**src/hdl/led_effect_sequencer_assert.svh**
```systemverilog
// ----------------------------------------------------------------------------
// led effect sequencer assertion macros
// shared property forms for the sequencer checks
// ----------------------------------------------------------------------------
`ifndef LED_EFFECT_SEQUENCER_ASSERT_SVH
`define LED_EFFECT_SEQUENCER_ASSERT_SVH

// same-cycle implication, clocked on clock, off during reset
`define LES_ASSERT_SAME(lbl, ante, cons, msg) \
   lbl: assert property (@(posedge clock) disable iff (reset) (ante) |-> (cons)) \
      else $error(msg);

// next-cycle implication, clocked on clock, off during reset
`define LES_ASSERT_NEXT(lbl, ante, cons, msg) \
   lbl: assert property (@(posedge clock) disable iff (reset) (ante) |=> (cons)) \
      else $error(msg);

`endif

```
**src/hdl/les_pkg.sv**
```systemverilog
`timescale 1ns / 1ps
// ----------------------------------------------------------------------------
// les_pkg
// types, codes and constants shared by the led effect sequencer
// ----------------------------------------------------------------------------
package les_pkg;

   localparam int LEVEL_W = 8;
   localparam int DWELL_W = 16;
   localparam int CSR_DATA_W = 32;
   localparam int CSR_INDEX_W = 3;
   localparam int MODE_W = 3;
   localparam int QUEUE_DEPTH = 2;

   localparam logic [MODE_W-1:0] MODE_MANUAL         = 3'd0;
   localparam logic [MODE_W-1:0] MODE_STROBE_WHITE   = 3'd1;
   localparam logic [MODE_W-1:0] MODE_STROBE_RANDOM  = 3'd2;
   localparam logic [MODE_W-1:0] MODE_STROBE_BASE    = 3'd3;
   localparam logic [MODE_W-1:0] MODE_BREATHE_WHITE  = 3'd4;
   localparam logic [MODE_W-1:0] MODE_BREATHE_BASE   = 3'd5;
   localparam logic [MODE_W-1:0] MODE_SWEEP          = 3'd6;

   localparam logic [CSR_INDEX_W-1:0] REG_MODE_SELECT     = 3'd0;
   localparam logic [CSR_INDEX_W-1:0] REG_COLOR_WORD      = 3'd1;
   localparam logic [CSR_INDEX_W-1:0] REG_STROBE_ON_MS    = 3'd2;
   localparam logic [CSR_INDEX_W-1:0] REG_STROBE_OFF_MS   = 3'd3;
   localparam logic [CSR_INDEX_W-1:0] REG_BREATHE_PERIOD  = 3'd4;
   localparam logic [CSR_INDEX_W-1:0] REG_SWEEP_STEP_MS   = 3'd5;

   localparam logic [DWELL_W-1:0] STROBE_ON_RESET   = 16'd10;
   localparam logic [DWELL_W-1:0] STROBE_OFF_RESET  = 16'd100;
   localparam logic [LEVEL_W-1:0] BREATHE_RESET     = 8'd1;
   localparam logic [DWELL_W-1:0] SWEEP_STEP_RESET  = 16'd100;

   localparam logic [LEVEL_W-1:0] LEVEL_MAX = 8'd255;
   localparam int HUE_SECTOR = 43;

   // period*1000/510 == (period*BREATHE_RECIP) >> BREATHE_SHIFT for 8-bit periods
   localparam int BREATHE_SHIFT = 14;
   localparam int BREATHE_RECIP_W = 15;
   localparam logic [BREATHE_RECIP_W-1:0] BREATHE_RECIP = 15'd32126;

   typedef enum logic [2:0] {
      OP_MANUAL,
      OP_STROBE_OFF,
      OP_STROBE_WHITE,
      OP_STROBE_RANDOM,
      OP_STROBE_BASE,
      OP_BREATHE_WHITE,
      OP_BREATHE_BASE,
      OP_SWEEP
   } op_type;

   typedef struct packed {
      op_type             op;
      logic [LEVEL_W-1:0] level;
      logic [LEVEL_W-1:0] rnd_red;
      logic [LEVEL_W-1:0] rnd_green;
      logic [LEVEL_W-1:0] rnd_blue;
   } cmd_type;

   typedef struct packed {
      logic [CSR_DATA_W-1:0] color_word;
      logic [DWELL_W-1:0]    strobe_on_ms;
      logic [DWELL_W-1:0]    strobe_off_ms;
      logic [LEVEL_W-1:0]    breathe_period_s;
      logic [DWELL_W-1:0]    sweep_step_ms;
   } cfg_type;

endpackage

```
**src/hdl/led_effect_sequencer.sv**
```systemverilog
`timescale 1ns / 1ps
// a pushed beat passes through the command queue and then the output register to the result ports
// throughput: one beat per cycle while the queue is not full and results are popped, set by the back part
// the command queue and the output register let either side stall alone
// reset: synchronous, clears queue, output valid flag and effect state,
// and loads the register defaults
// ----------------------------------------------------------------------------
// led_effect_sequencer
// rgbw lamp effect sequencer: strobe, breathing and hue sweep steps
// ----------------------------------------------------------------------------
`include "led_effect_sequencer_assert.svh"

module led_effect_sequencer #(
   parameter int QUEUE_DEPTH = les_pkg::QUEUE_DEPTH
) (
   input  logic                              clock,
   input  logic                              reset,
   input  logic                              req_push,
   output logic                              req_full,
   input  logic [les_pkg::LEVEL_W-1:0]       req_random_red,
   input  logic [les_pkg::LEVEL_W-1:0]       req_random_green,
   input  logic [les_pkg::LEVEL_W-1:0]       req_random_blue,
   output logic                              rsp_empty,
   input  logic                              rsp_pop,
   output logic [les_pkg::LEVEL_W-1:0]       rsp_red_level,
   output logic [les_pkg::LEVEL_W-1:0]       rsp_green_level,
   output logic [les_pkg::LEVEL_W-1:0]       rsp_blue_level,
   output logic [les_pkg::LEVEL_W-1:0]       rsp_white_level,
   output logic [les_pkg::DWELL_W-1:0]       rsp_dwell_ms,
   input  logic                              csr_write_en,
   input  logic [les_pkg::CSR_INDEX_W-1:0]   csr_index,
   input  logic [les_pkg::CSR_DATA_W-1:0]    csr_wdata
);
   import les_pkg::*;

   logic [MODE_W-1:0] mode_ff;
   cfg_type           cfg_ff;
   logic              req_accept;
   cmd_type           front_cmd, q_cmd;
   logic              q_valid, q_take;

   assign req_accept = req_push && !req_full;

   always_ff @(posedge clock) begin
      if (reset) begin
         mode_ff                 <= MODE_MANUAL;
         cfg_ff.color_word       <= '0;
         cfg_ff.strobe_on_ms     <= STROBE_ON_RESET;
         cfg_ff.strobe_off_ms    <= STROBE_OFF_RESET;
         cfg_ff.breathe_period_s <= BREATHE_RESET;
         cfg_ff.sweep_step_ms    <= SWEEP_STEP_RESET;
      end else if (csr_write_en) begin
         unique case (csr_index)
            REG_MODE_SELECT:    mode_ff                 <= csr_wdata[MODE_W-1:0];
            REG_COLOR_WORD:     cfg_ff.color_word       <= csr_wdata;
            REG_STROBE_ON_MS:   cfg_ff.strobe_on_ms     <= csr_wdata[DWELL_W-1:0];
            REG_STROBE_OFF_MS:  cfg_ff.strobe_off_ms    <= csr_wdata[DWELL_W-1:0];
            REG_BREATHE_PERIOD: cfg_ff.breathe_period_s <= csr_wdata[LEVEL_W-1:0];
            REG_SWEEP_STEP_MS:  cfg_ff.sweep_step_ms    <= csr_wdata[DWELL_W-1:0];
            default: begin
            end
         endcase
      end
   end

   les_front u_front (
      .clock        (clock),
      .reset        (reset),
      .mode_select  (mode_ff),
      .accept       (req_accept),
      .random_red   (req_random_red),
      .random_green (req_random_green),
      .random_blue  (req_random_blue),
      .cmd          (front_cmd)
   );

   les_fifo #(
      .DEPTH (QUEUE_DEPTH)
   ) u_queue (
      .clock     (clock),
      .reset     (reset),
      .push      (req_push),
      .push_data (front_cmd),
      .full      (req_full),
      .pop       (q_take),
      .pop_data  (q_cmd),
      .valid     (q_valid)
   );

   les_back u_back (
      .clock           (clock),
      .reset           (reset),
      .cfg             (cfg_ff),
      .cmd_valid       (q_valid),
      .cmd             (q_cmd),
      .cmd_take        (q_take),
      .rsp_pop         (rsp_pop),
      .rsp_empty       (rsp_empty),
      .rsp_red_level   (rsp_red_level),
      .rsp_green_level (rsp_green_level),
      .rsp_blue_level  (rsp_blue_level),
      .rsp_white_level (rsp_white_level),
      .rsp_dwell_ms    (rsp_dwell_ms)
   );

   `LES_ASSERT_NEXT(a_beat_reaches_queue, req_accept, q_valid, "accepted beat lost before queue")
   `LES_ASSERT_NEXT(a_no_phantom_rsp, rsp_empty && !q_valid, rsp_empty, "result without queued beat")
   `LES_ASSERT_NEXT(a_back_drains, q_valid && rsp_empty, !rsp_empty, "back part idle with work queued")
   `LES_ASSERT_SAME(a_take_needs_cmd, q_take, q_valid, "back part took from empty queue")

endmodule

```
**src/hdl/les_front.sv**
```systemverilog
`timescale 1ns / 1ps
// ----------------------------------------------------------------------------
// les_front
// accepts effect steps, advances the running effect state and issues commands
// ----------------------------------------------------------------------------
module les_front (
   input  logic                          clock,
   input  logic                          reset,
   input  logic [les_pkg::MODE_W-1:0]    mode_select,
   input  logic                          accept,
   input  logic [les_pkg::LEVEL_W-1:0]   random_red,
   input  logic [les_pkg::LEVEL_W-1:0]   random_green,
   input  logic [les_pkg::LEVEL_W-1:0]   random_blue,
   output les_pkg::cmd_type              cmd
);
   import les_pkg::*;

   logic               strobe_on_next_ff, strobe_on_next_in;
   logic [LEVEL_W-1:0] breathe_level_ff, breathe_level_in;
   logic               breathe_rising_ff, breathe_rising_in;
   logic [LEVEL_W-1:0] sweep_hue_ff, sweep_hue_in;
   logic [LEVEL_W-1:0] breathe_step;

   always_comb begin
      strobe_on_next_in = strobe_on_next_ff;
      breathe_level_in  = breathe_level_ff;
      breathe_rising_in = breathe_rising_ff;
      sweep_hue_in      = sweep_hue_ff;
      breathe_step      = breathe_rising_ff ? breathe_level_ff + 8'd1
                                            : breathe_level_ff - 8'd1;
      cmd.op        = OP_MANUAL;
      cmd.level     = '0;
      cmd.rnd_red   = random_red;
      cmd.rnd_green = random_green;
      cmd.rnd_blue  = random_blue;
      unique case (mode_select)
         MODE_STROBE_WHITE, MODE_STROBE_RANDOM, MODE_STROBE_BASE: begin
            strobe_on_next_in = !strobe_on_next_ff;
            if (!strobe_on_next_ff) begin
               cmd.op = OP_STROBE_OFF;
            end else if (mode_select == MODE_STROBE_WHITE) begin
               cmd.op = OP_STROBE_WHITE;
            end else if (mode_select == MODE_STROBE_RANDOM) begin
               cmd.op = OP_STROBE_RANDOM;
            end else begin
               cmd.op = OP_STROBE_BASE;
            end
         end
         MODE_BREATHE_WHITE, MODE_BREATHE_BASE: begin
            breathe_level_in = breathe_step;
            if (breathe_step == '0 || breathe_step == LEVEL_MAX) begin
               breathe_rising_in = !breathe_rising_ff;
            end
            cmd.level = breathe_step;
            cmd.op    = (mode_select == MODE_BREATHE_WHITE) ? OP_BREATHE_WHITE
                                                            : OP_BREATHE_BASE;
         end
         MODE_SWEEP: begin
            sweep_hue_in = sweep_hue_ff + 8'd1;
            cmd.level    = sweep_hue_ff;
            cmd.op       = OP_SWEEP;
         end
         default: begin
            cmd.op = OP_MANUAL;
         end
      endcase
   end

   always_ff @(posedge clock) begin
      if (reset) begin
         strobe_on_next_ff <= 1'b1;
         breathe_level_ff  <= '0;
         breathe_rising_ff <= 1'b1;
         sweep_hue_ff      <= '0;
      end else if (accept) begin
         strobe_on_next_ff <= strobe_on_next_in;
         breathe_level_ff  <= breathe_level_in;
         breathe_rising_ff <= breathe_rising_in;
         sweep_hue_ff      <= sweep_hue_in;
      end
   end

endmodule

```
**src/hdl/les_fifo.sv**
```systemverilog
`timescale 1ns / 1ps
// ----------------------------------------------------------------------------
// les_fifo
// short command queue between the front and back parts
// ----------------------------------------------------------------------------
module les_fifo #(
   parameter int DEPTH = les_pkg::QUEUE_DEPTH
) (
   input  logic             clock,
   input  logic             reset,
   input  logic             push,
   input  les_pkg::cmd_type push_data,
   output logic             full,
   input  logic             pop,
   output les_pkg::cmd_type pop_data,
   output logic             valid
);
   import les_pkg::*;

   localparam int IDX_W = (DEPTH > 1) ? $clog2(DEPTH) : 1;
   localparam int CNT_W = $clog2(DEPTH + 1);

   cmd_type            mem_ff [DEPTH];
   logic [IDX_W-1:0]   wr_ptr_ff, wr_ptr_in;
   logic [IDX_W-1:0]   rd_ptr_ff, rd_ptr_in;
   logic [CNT_W-1:0]   count_ff, count_in;
   logic               do_push, do_pop;

   assign full     = (count_ff == CNT_W'(DEPTH));
   assign valid    = (count_ff != '0);
   assign pop_data = mem_ff[rd_ptr_ff];
   assign do_push  = push && !full;
   assign do_pop   = pop && valid;

   always_comb begin
      wr_ptr_in = wr_ptr_ff;
      rd_ptr_in = rd_ptr_ff;
      count_in  = count_ff;
      if (do_push) begin
         wr_ptr_in = (wr_ptr_ff == IDX_W'(DEPTH - 1)) ? '0 : wr_ptr_ff + 1'b1;
      end
      if (do_pop) begin
         rd_ptr_in = (rd_ptr_ff == IDX_W'(DEPTH - 1)) ? '0 : rd_ptr_ff + 1'b1;
      end
      if (do_push && !do_pop) begin
         count_in = count_ff + 1'b1;
      end else if (do_pop && !do_push) begin
         count_in = count_ff - 1'b1;
      end
   end

   always_ff @(posedge clock) begin
      if (reset) begin
         wr_ptr_ff <= '0;
         rd_ptr_ff <= '0;
         count_ff  <= '0;
      end else begin
         wr_ptr_ff <= wr_ptr_in;
         rd_ptr_ff <= rd_ptr_in;
         count_ff  <= count_in;
      end
   end

   always_ff @(posedge clock) begin
      if (do_push) begin
         mem_ff[wr_ptr_ff] <= push_data;
      end
   end

endmodule

```
**src/hdl/les_back.sv**
```systemverilog
`timescale 1ns / 1ps
// ----------------------------------------------------------------------------
// les_back
// turns queued commands into drive levels and dwell, one per cycle while results are popped
// ----------------------------------------------------------------------------
module les_back (
   input  logic                          clock,
   input  logic                          reset,
   input  les_pkg::cfg_type              cfg,
   input  logic                          cmd_valid,
   input  les_pkg::cmd_type              cmd,
   output logic                          cmd_take,
   input  logic                          rsp_pop,
   output logic                          rsp_empty,
   output logic [les_pkg::LEVEL_W-1:0]   rsp_red_level,
   output logic [les_pkg::LEVEL_W-1:0]   rsp_green_level,
   output logic [les_pkg::LEVEL_W-1:0]   rsp_blue_level,
   output logic [les_pkg::LEVEL_W-1:0]   rsp_white_level,
   output logic [les_pkg::DWELL_W-1:0]   rsp_dwell_ms
);
   import les_pkg::*;

   localparam int PROD_W = 2 * LEVEL_W;
   localparam int RECIP_PROD_W = LEVEL_W + BREATHE_RECIP_W;

   // v*255 >> 8
   function automatic logic [LEVEL_W-1:0] scale255(input logic [LEVEL_W-1:0] v);
      logic [PROD_W-1:0] p;
      p = {v, {LEVEL_W{1'b0}}} - {{LEVEL_W{1'b0}}, v};
      return p[PROD_W-1:LEVEL_W];
   endfunction

   // exact x/255 for x up to 255*255, the largest product of two levels
   function automatic logic [LEVEL_W-1:0] div255(input logic [PROD_W-1:0] x);
      logic [PROD_W:0] s;
      s = {1'b0, x} + {{(LEVEL_W + 1){1'b0}}, x[PROD_W-1:LEVEL_W]} + 1'b1;
      return s[PROD_W-1:LEVEL_W];
   endfunction

   function automatic logic [LEVEL_W-1:0] fade(input logic [LEVEL_W-1:0] c,
                                                input logic [LEVEL_W-1:0] lvl);
      logic [PROD_W-1:0] p;
      p = c * lvl;
      return div255(p);
   endfunction

   logic                  out_valid_ff;
   logic [LEVEL_W-1:0]    red_ff, green_ff, blue_ff, white_ff;
   logic [DWELL_W-1:0]    dwell_ff;
   logic [LEVEL_W-1:0]    red_in, green_in, blue_in, white_in;
   logic [DWELL_W-1:0]    dwell_in;
   logic [LEVEL_W-1:0]    base_w, base_r, base_g, base_b;
   logic [2:0]            sector;
   logic [LEVEL_W-1:0]    sector_base, frac, fall, rise;
   logic [RECIP_PROD_W-1:0] breathe_prod;
   logic [DWELL_W-1:0]    breathe_dwell;

   assign base_w = cfg.color_word[7:0];
   assign base_r = cfg.color_word[15:8];
   assign base_g = cfg.color_word[23:16];
   assign base_b = cfg.color_word[31:24];

   assign cmd_take  = cmd_valid && (!out_valid_ff || rsp_pop);
   assign rsp_empty = !out_valid_ff;
   assign rsp_red_level   = red_ff;
   assign rsp_green_level = green_ff;
   assign rsp_blue_level  = blue_ff;
   assign rsp_white_level = white_ff;
   assign rsp_dwell_ms    = dwell_ff;

   assign breathe_prod  = cfg.breathe_period_s * BREATHE_RECIP;
   assign breathe_dwell = DWELL_W'(breathe_prod[RECIP_PROD_W-1:BREATHE_SHIFT]);

   // hue sector and position within it
   always_comb begin
      if (cmd.level >= LEVEL_W'(5 * HUE_SECTOR)) begin
         sector = 3'd5;
         sector_base = LEVEL_W'(5 * HUE_SECTOR);
      end else if (cmd.level >= LEVEL_W'(4 * HUE_SECTOR)) begin
         sector = 3'd4;
         sector_base = LEVEL_W'(4 * HUE_SECTOR);
      end else if (cmd.level >= LEVEL_W'(3 * HUE_SECTOR)) begin
         sector = 3'd3;
         sector_base = LEVEL_W'(3 * HUE_SECTOR);
      end else if (cmd.level >= LEVEL_W'(2 * HUE_SECTOR)) begin
         sector = 3'd2;
         sector_base = LEVEL_W'(2 * HUE_SECTOR);
      end else if (cmd.level >= LEVEL_W'(HUE_SECTOR)) begin
         sector = 3'd1;
         sector_base = LEVEL_W'(HUE_SECTOR);
      end else begin
         sector = 3'd0;
         sector_base = '0;
      end
      frac = LEVEL_W'((cmd.level - sector_base) * 3'd6);
      fall = scale255(LEVEL_MAX - scale255(frac));
      rise = scale255(LEVEL_MAX - scale255(LEVEL_MAX - frac));
   end

   always_comb begin
      red_in   = '0;
      green_in = '0;
      blue_in  = '0;
      white_in = '0;
      dwell_in = '0;
      unique case (cmd.op)
         OP_STROBE_OFF: begin
            dwell_in = cfg.strobe_off_ms;
         end
         OP_STROBE_WHITE: begin
            white_in = LEVEL_MAX;
            dwell_in = cfg.strobe_on_ms;
         end
         OP_STROBE_RANDOM: begin
            red_in   = cmd.rnd_red;
            green_in = cmd.rnd_green;
            blue_in  = cmd.rnd_blue;
            dwell_in = cfg.strobe_on_ms;
         end
         OP_STROBE_BASE: begin
            red_in   = base_r;
            green_in = base_g;
            blue_in  = base_b;
            white_in = base_w;
            dwell_in = cfg.strobe_on_ms;
         end
         OP_BREATHE_WHITE: begin
            white_in = cmd.level;
            dwell_in = breathe_dwell;
         end
         OP_BREATHE_BASE: begin
            red_in   = fade(base_r, cmd.level);
            green_in = fade(base_g, cmd.level);
            blue_in  = fade(base_b, cmd.level);
            white_in = fade(base_w, cmd.level);
            dwell_in = breathe_dwell;
         end
         OP_SWEEP: begin
            white_in = base_w;
            dwell_in = cfg.sweep_step_ms;
            case (sector)
               3'd0: begin
                  red_in = LEVEL_MAX; green_in = rise;
               end
               3'd1: begin
                  red_in = fall; green_in = LEVEL_MAX;
               end
               3'd2: begin
                  green_in = LEVEL_MAX; blue_in = rise;
               end
               3'd3: begin
                  green_in = fall; blue_in = LEVEL_MAX;
               end
               3'd4: begin
                  red_in = rise; blue_in = LEVEL_MAX;
               end
               default: begin
                  red_in = LEVEL_MAX; blue_in = fall;
               end
            endcase
         end
         default: begin
            red_in   = base_r;
            green_in = base_g;
            blue_in  = base_b;
            white_in = base_w;
         end
      endcase
   end

   always_ff @(posedge clock) begin
      if (reset) begin
         out_valid_ff <= 1'b0;
      end else if (cmd_take) begin
         out_valid_ff <= 1'b1;
      end else if (rsp_pop) begin
         out_valid_ff <= 1'b0;
      end
   end

   always_ff @(posedge clock) begin
      if (cmd_take) begin
         red_ff   <= red_in;
         green_ff <= green_in;
         blue_ff  <= blue_in;
         white_ff <= white_in;
         dwell_ff <= dwell_in;
      end
   end

endmodule
```
**config.mk**
```make
export PLATFORM = sky130hd
export DESIGN_NAME = led_effect_sequencer
export DESIGN_NICKNAME = d
export VERILOG_FILES = /design/src/hdl/les_pkg.sv /design/src/hdl/led_effect_sequencer.sv /design/src/hdl/les_front.sv /design/src/hdl/les_fifo.sv /design/src/hdl/les_back.sv
export VERILOG_INCLUDE_DIRS = /design/src /design/src/hdl
export SDC_FILE = /design/constraint.sdc
export NUM_CORES = 1
export LEC_CHECK = 0
export BUFFER_PORTS_ARGS = -buffer_cell sky130_fd_sc_hd__buf_2
export CAP_MARGIN = 25
export CORE_MARGIN = 2
export CORE_UTILIZATION = 45
export CTS_BUF_LIST = sky130_fd_sc_hd__clkbuf_8 sky130_fd_sc_hd__clkbuf_16
export CTS_CLUSTER_DIAMETER = 60
export DETAILED_ROUTE_END_ITERATION = 12
export GPL_TIMING_DRIVEN = 0
export HOLD_SLACK_MARGIN = 0.08
export PLACE_DENSITY = 0.66
export SYNTH_ARGS = -nofsm -noshare
export SYNTH_HDL_FRONTEND = slang
export SYNTH_SLANG_ARGS = --single-unit
```
**constraint.sdc**
```tcl
create_clock -name clock -period 19.05 [get_ports clock]
set_clock_uncertainty 0.1 [all_clocks]
set_input_delay 5.715 -clock clock [delete_from_list [all_inputs] [get_ports clock]]
set_output_delay 5.715 -clock clock [all_outputs]
set_load 0.03 [all_outputs]
```
==> key figures <==
Clock tree
  – Clock root buffer master: clkbuf_16
  – TritonCTS clock tree: done
  – # Post-CTS Setup Buffers: 0
  – CTS H-Tree Depth: 1
  – CTS resizes: 0
  – Clk_lat worst skew: 580 ps
  – Post-CTS Hold Fix Bufs: 0
  – Clock tree buffer depth: 3
  – CTS buffer count: 27
  – TritonCTS Sinks: 233
  – CTS clk-pin slew, worst paths: 60 ps

Logic synthesis
  – Cell count after synthesis: 2,473
  – Synth warnings: 0
  – Post-synthesis sequential area ratio: 26.2%
  – Mapped Nets: roughly 3,000
  – Number of synthesized flops with an enable pin: 118
  – Dominant synthesized flop cell: edfxtp_1
  – Synth Cell Area: 22,400 um^2
  – Syn Area/Cell: 9.04 um^2
  – Yosys cell types: 84
  – Synth async-reset ratio: 0%
  – Post-synthesis register bit count: 233

Power and ir drop
  – PnR Total Power: 3.67 mW
  – Total power divided by cell area: 148 nW/um^2
  – Max IR drop VDD: 0.240 mV
  – LEAKAGE: between 10 and 15 nW

Floorplan
  – I/O pins: 114
  – Die X-Extent: 227 um
  – Initial Utilization: 45.7%
  – Die H: 227 um
  – Core footprint: a little under 50,000 um^2
  – Die ar.: 51,500 um^2
  – Rows: 81

Global routing
  – Met3 Usage GRT: between 3 and 4%
  – First-pass GRT wire length: between 100,000 and 150,000 um
  – Largest net degree at the start of global routing: 36
  – Number of global-route vias before repair: 18,593
  – Gr ovfl total: 0
  – Global-route track usage on met1: 34.3%
  – Top Usage Layer GRT: met2
  – Antenna violations before repair: 4
  – Tot GR Track Use: 25.2%
  – Met2 GRT Util: between 40% and 50%

Placement
  – Post-Place Cells: 3,251
  – Final GP Congestion: around 1
  – IO buf count: around 110
  – Hpwl dp: 50,700 um

Timing
  – Relative slew slack: a little under a third
  – Achievable Freq: 0.111 GHz
  – Setup TNS Final: 0 ps
  – Period utilisation layout: 47.2%
  – Unrepaired setup endpoints after global routing: false
  – Final Critical Period: 8990 ps
  – Setup violators final: 0
  – Least-Margin Pin Slew: between 1000 and 1500 ps
  – Pins Over Slew Limit: 0
  – Final hold viol count: 0

Drt
  – Initial DRC Count: 1,251
  – Via count: 18,395
  – Routed Antenna Nets: 0
  – Post-route DRC: 0
  – DR WL/cell: 19.4 um
  – Final wirelength: roughly 64,000 um
  – DRT Pass-1 Iters: 5
  – Via/cell ratio: roughly 5.6

Critical path
  – CP max stage delay: 650 ps
  – CP dominant cell by count: fa_1
  – FF-to-FF path depth: 27
  – Critical path launch point type: register
  – Crit path buffers/inverters: 5
  – WS Path Type: register to register
  – CP max stage cell: clkbuf_1
  – Stages on worst setup path: 27
  – CP arrival: 9190 ps
  – Critical path endpoint category: register
  – Worst Path Required: 19,250 ps
  – Critical path fanouts, max: 10
  – Delay-heaviest family, CP: adder cells

Layout
  – Final core occ: 50.6%
  – Most common cell after layout, fill and taps aside: nand2_1
  – Non-Filler Instances: 3,301
  – Commonest cells after routing, fill and taps aside: nand2_1 (398), inv_1 (278), ha_1 (239)
  – Share of layout cells above drive strength 1: 8.00%
  – Final net count: slightly above 3,000
  – Area delta synth->final: 10.8%

Min path
  – Worst hold path depth: 2
  – HP Class: register to register

Flow run
  – Max Cap Violations: 0

Outcome
  – Status: finished clean
-- path summary, 6_finish.rpt --
path / from / to / slack (ps)
setup / recovery: register / u_back.rsp_green_level[7] / 10060
hold / removal: cfg_ff[38] / cfg_ff[38] / 360
setup reg to reg: register / u_back.rsp_green_level[7] / 10060
hold reg to reg: cfg_ff[38] / cfg_ff[38] / 360
-- worst reg2reg max path, cell delays in order (launching register included) --
cell and delay (ps):
dfxtp_1 310, buf_6 140, mux2_2 250, clkbuf_1 650, buf_1 490, nand2_1 180, fa_1 550, fa_1 550
inv_1 50, fa_1 500, fa_1 490, ha_1 360, and2_1 190, a2111oi_0 630, nor2_1 110, o21ai_0 240
xor2_1 250, inv_1 70, ha_1 300, nand4_1 130, a21o_1 190, a221oi_1 430, and2_1 270, nand4_1 180
nor3_1 440, xnor2_1 260, nor2_1 80, o32a_1 340
-- final cells by class --
type | count | area [um^2]
Buffer | 117 | 465
Inverter | 278 | 1040
Tap cell | 664 | 831
Sequential cell | 233 | 5850
Timing Repair Buffer | 114 | 601
Clock inverter | 20 | 250
Clock buffer | 29 | 714
Multi-Input combinational cell | 1845 | 15000
Antenna cell | 1 | 2.50
Fill cell | 4524 | 24200
-- synth_stat cells (all sizes together) (45+ instances only) --
cell      n  area, um^2
xnor2    63         552
edfxtp  118        3540
ha      239        2990
dfxtp   115        2300
fa      189        3780
nor2    116         435
a21oi   170         851
xor2     45         402
and2    140         876
nand2   398        1490
inv     278        1040
o21ai    66         330
clkbuf   76         285
-- state kept, by name, summed over array words and instances (netlist names), named ones only --
signal                     count
cfg_ff                        88
u_queue.mem_ff                70
u_back.rsp_dwell_ms           16
u_back.rsp_blue_level          8
u_back.rsp_green_level         8
u_back.rsp_red_level           8
u_back.rsp_white_level         8
u_front.breathe_level_ff       8
u_front.sweep_hue_ff           8
mode_ff                        3
u_queue.count_ff               2
u_back.out_valid_ff            1
u_front.breathe_rising_ff      1
u_front.strobe_on_next_ff      1
u_queue.rd_ptr_ff              1
u_queue.wr_ptr_ff              1
-- report_power, final --
part           switching [mW]  total, mW  internal (mW)  leakage [nW]
Clock                   0.227      0.558          0.331         0.476
Sequential             0.0307      0.672          0.641          2.06
Combinational            1.70       2.44          0.740          8.99
-- cell families (layout without fill, tap and decap cells) --
logic type      Yosys count  after routing  share of synthesized area, %
compound gates          458            458                          13.3
xor+xnor                108            108                          4.27
fa+ha+maj               428            428                          30.3
buf+inv                 395            558                          6.75
flops                   233            233                          26.2
mux                      51             51                          2.45
other cells               0              1                             0
simple gates            800            800                          16.8
-- per-layer routing --
metal,wire length (um),up-vias
li1,-,8623
met3,3880,121
met4,2210,6
met1,28400,9067
met2,29400,578
met5,33,-
-- metrics by stage --
stage,cell area [um^2],hold WS (ps),setup slack (ps)
floorplan,22400,336,11260
global placement,23700,341,10210
detailed placement,23800,347,10140
CTS,24800,356,10090
global route,24800,372,9530
finish,24800,356,10060
Note: power is estimated with default switching activity, not from simulation.
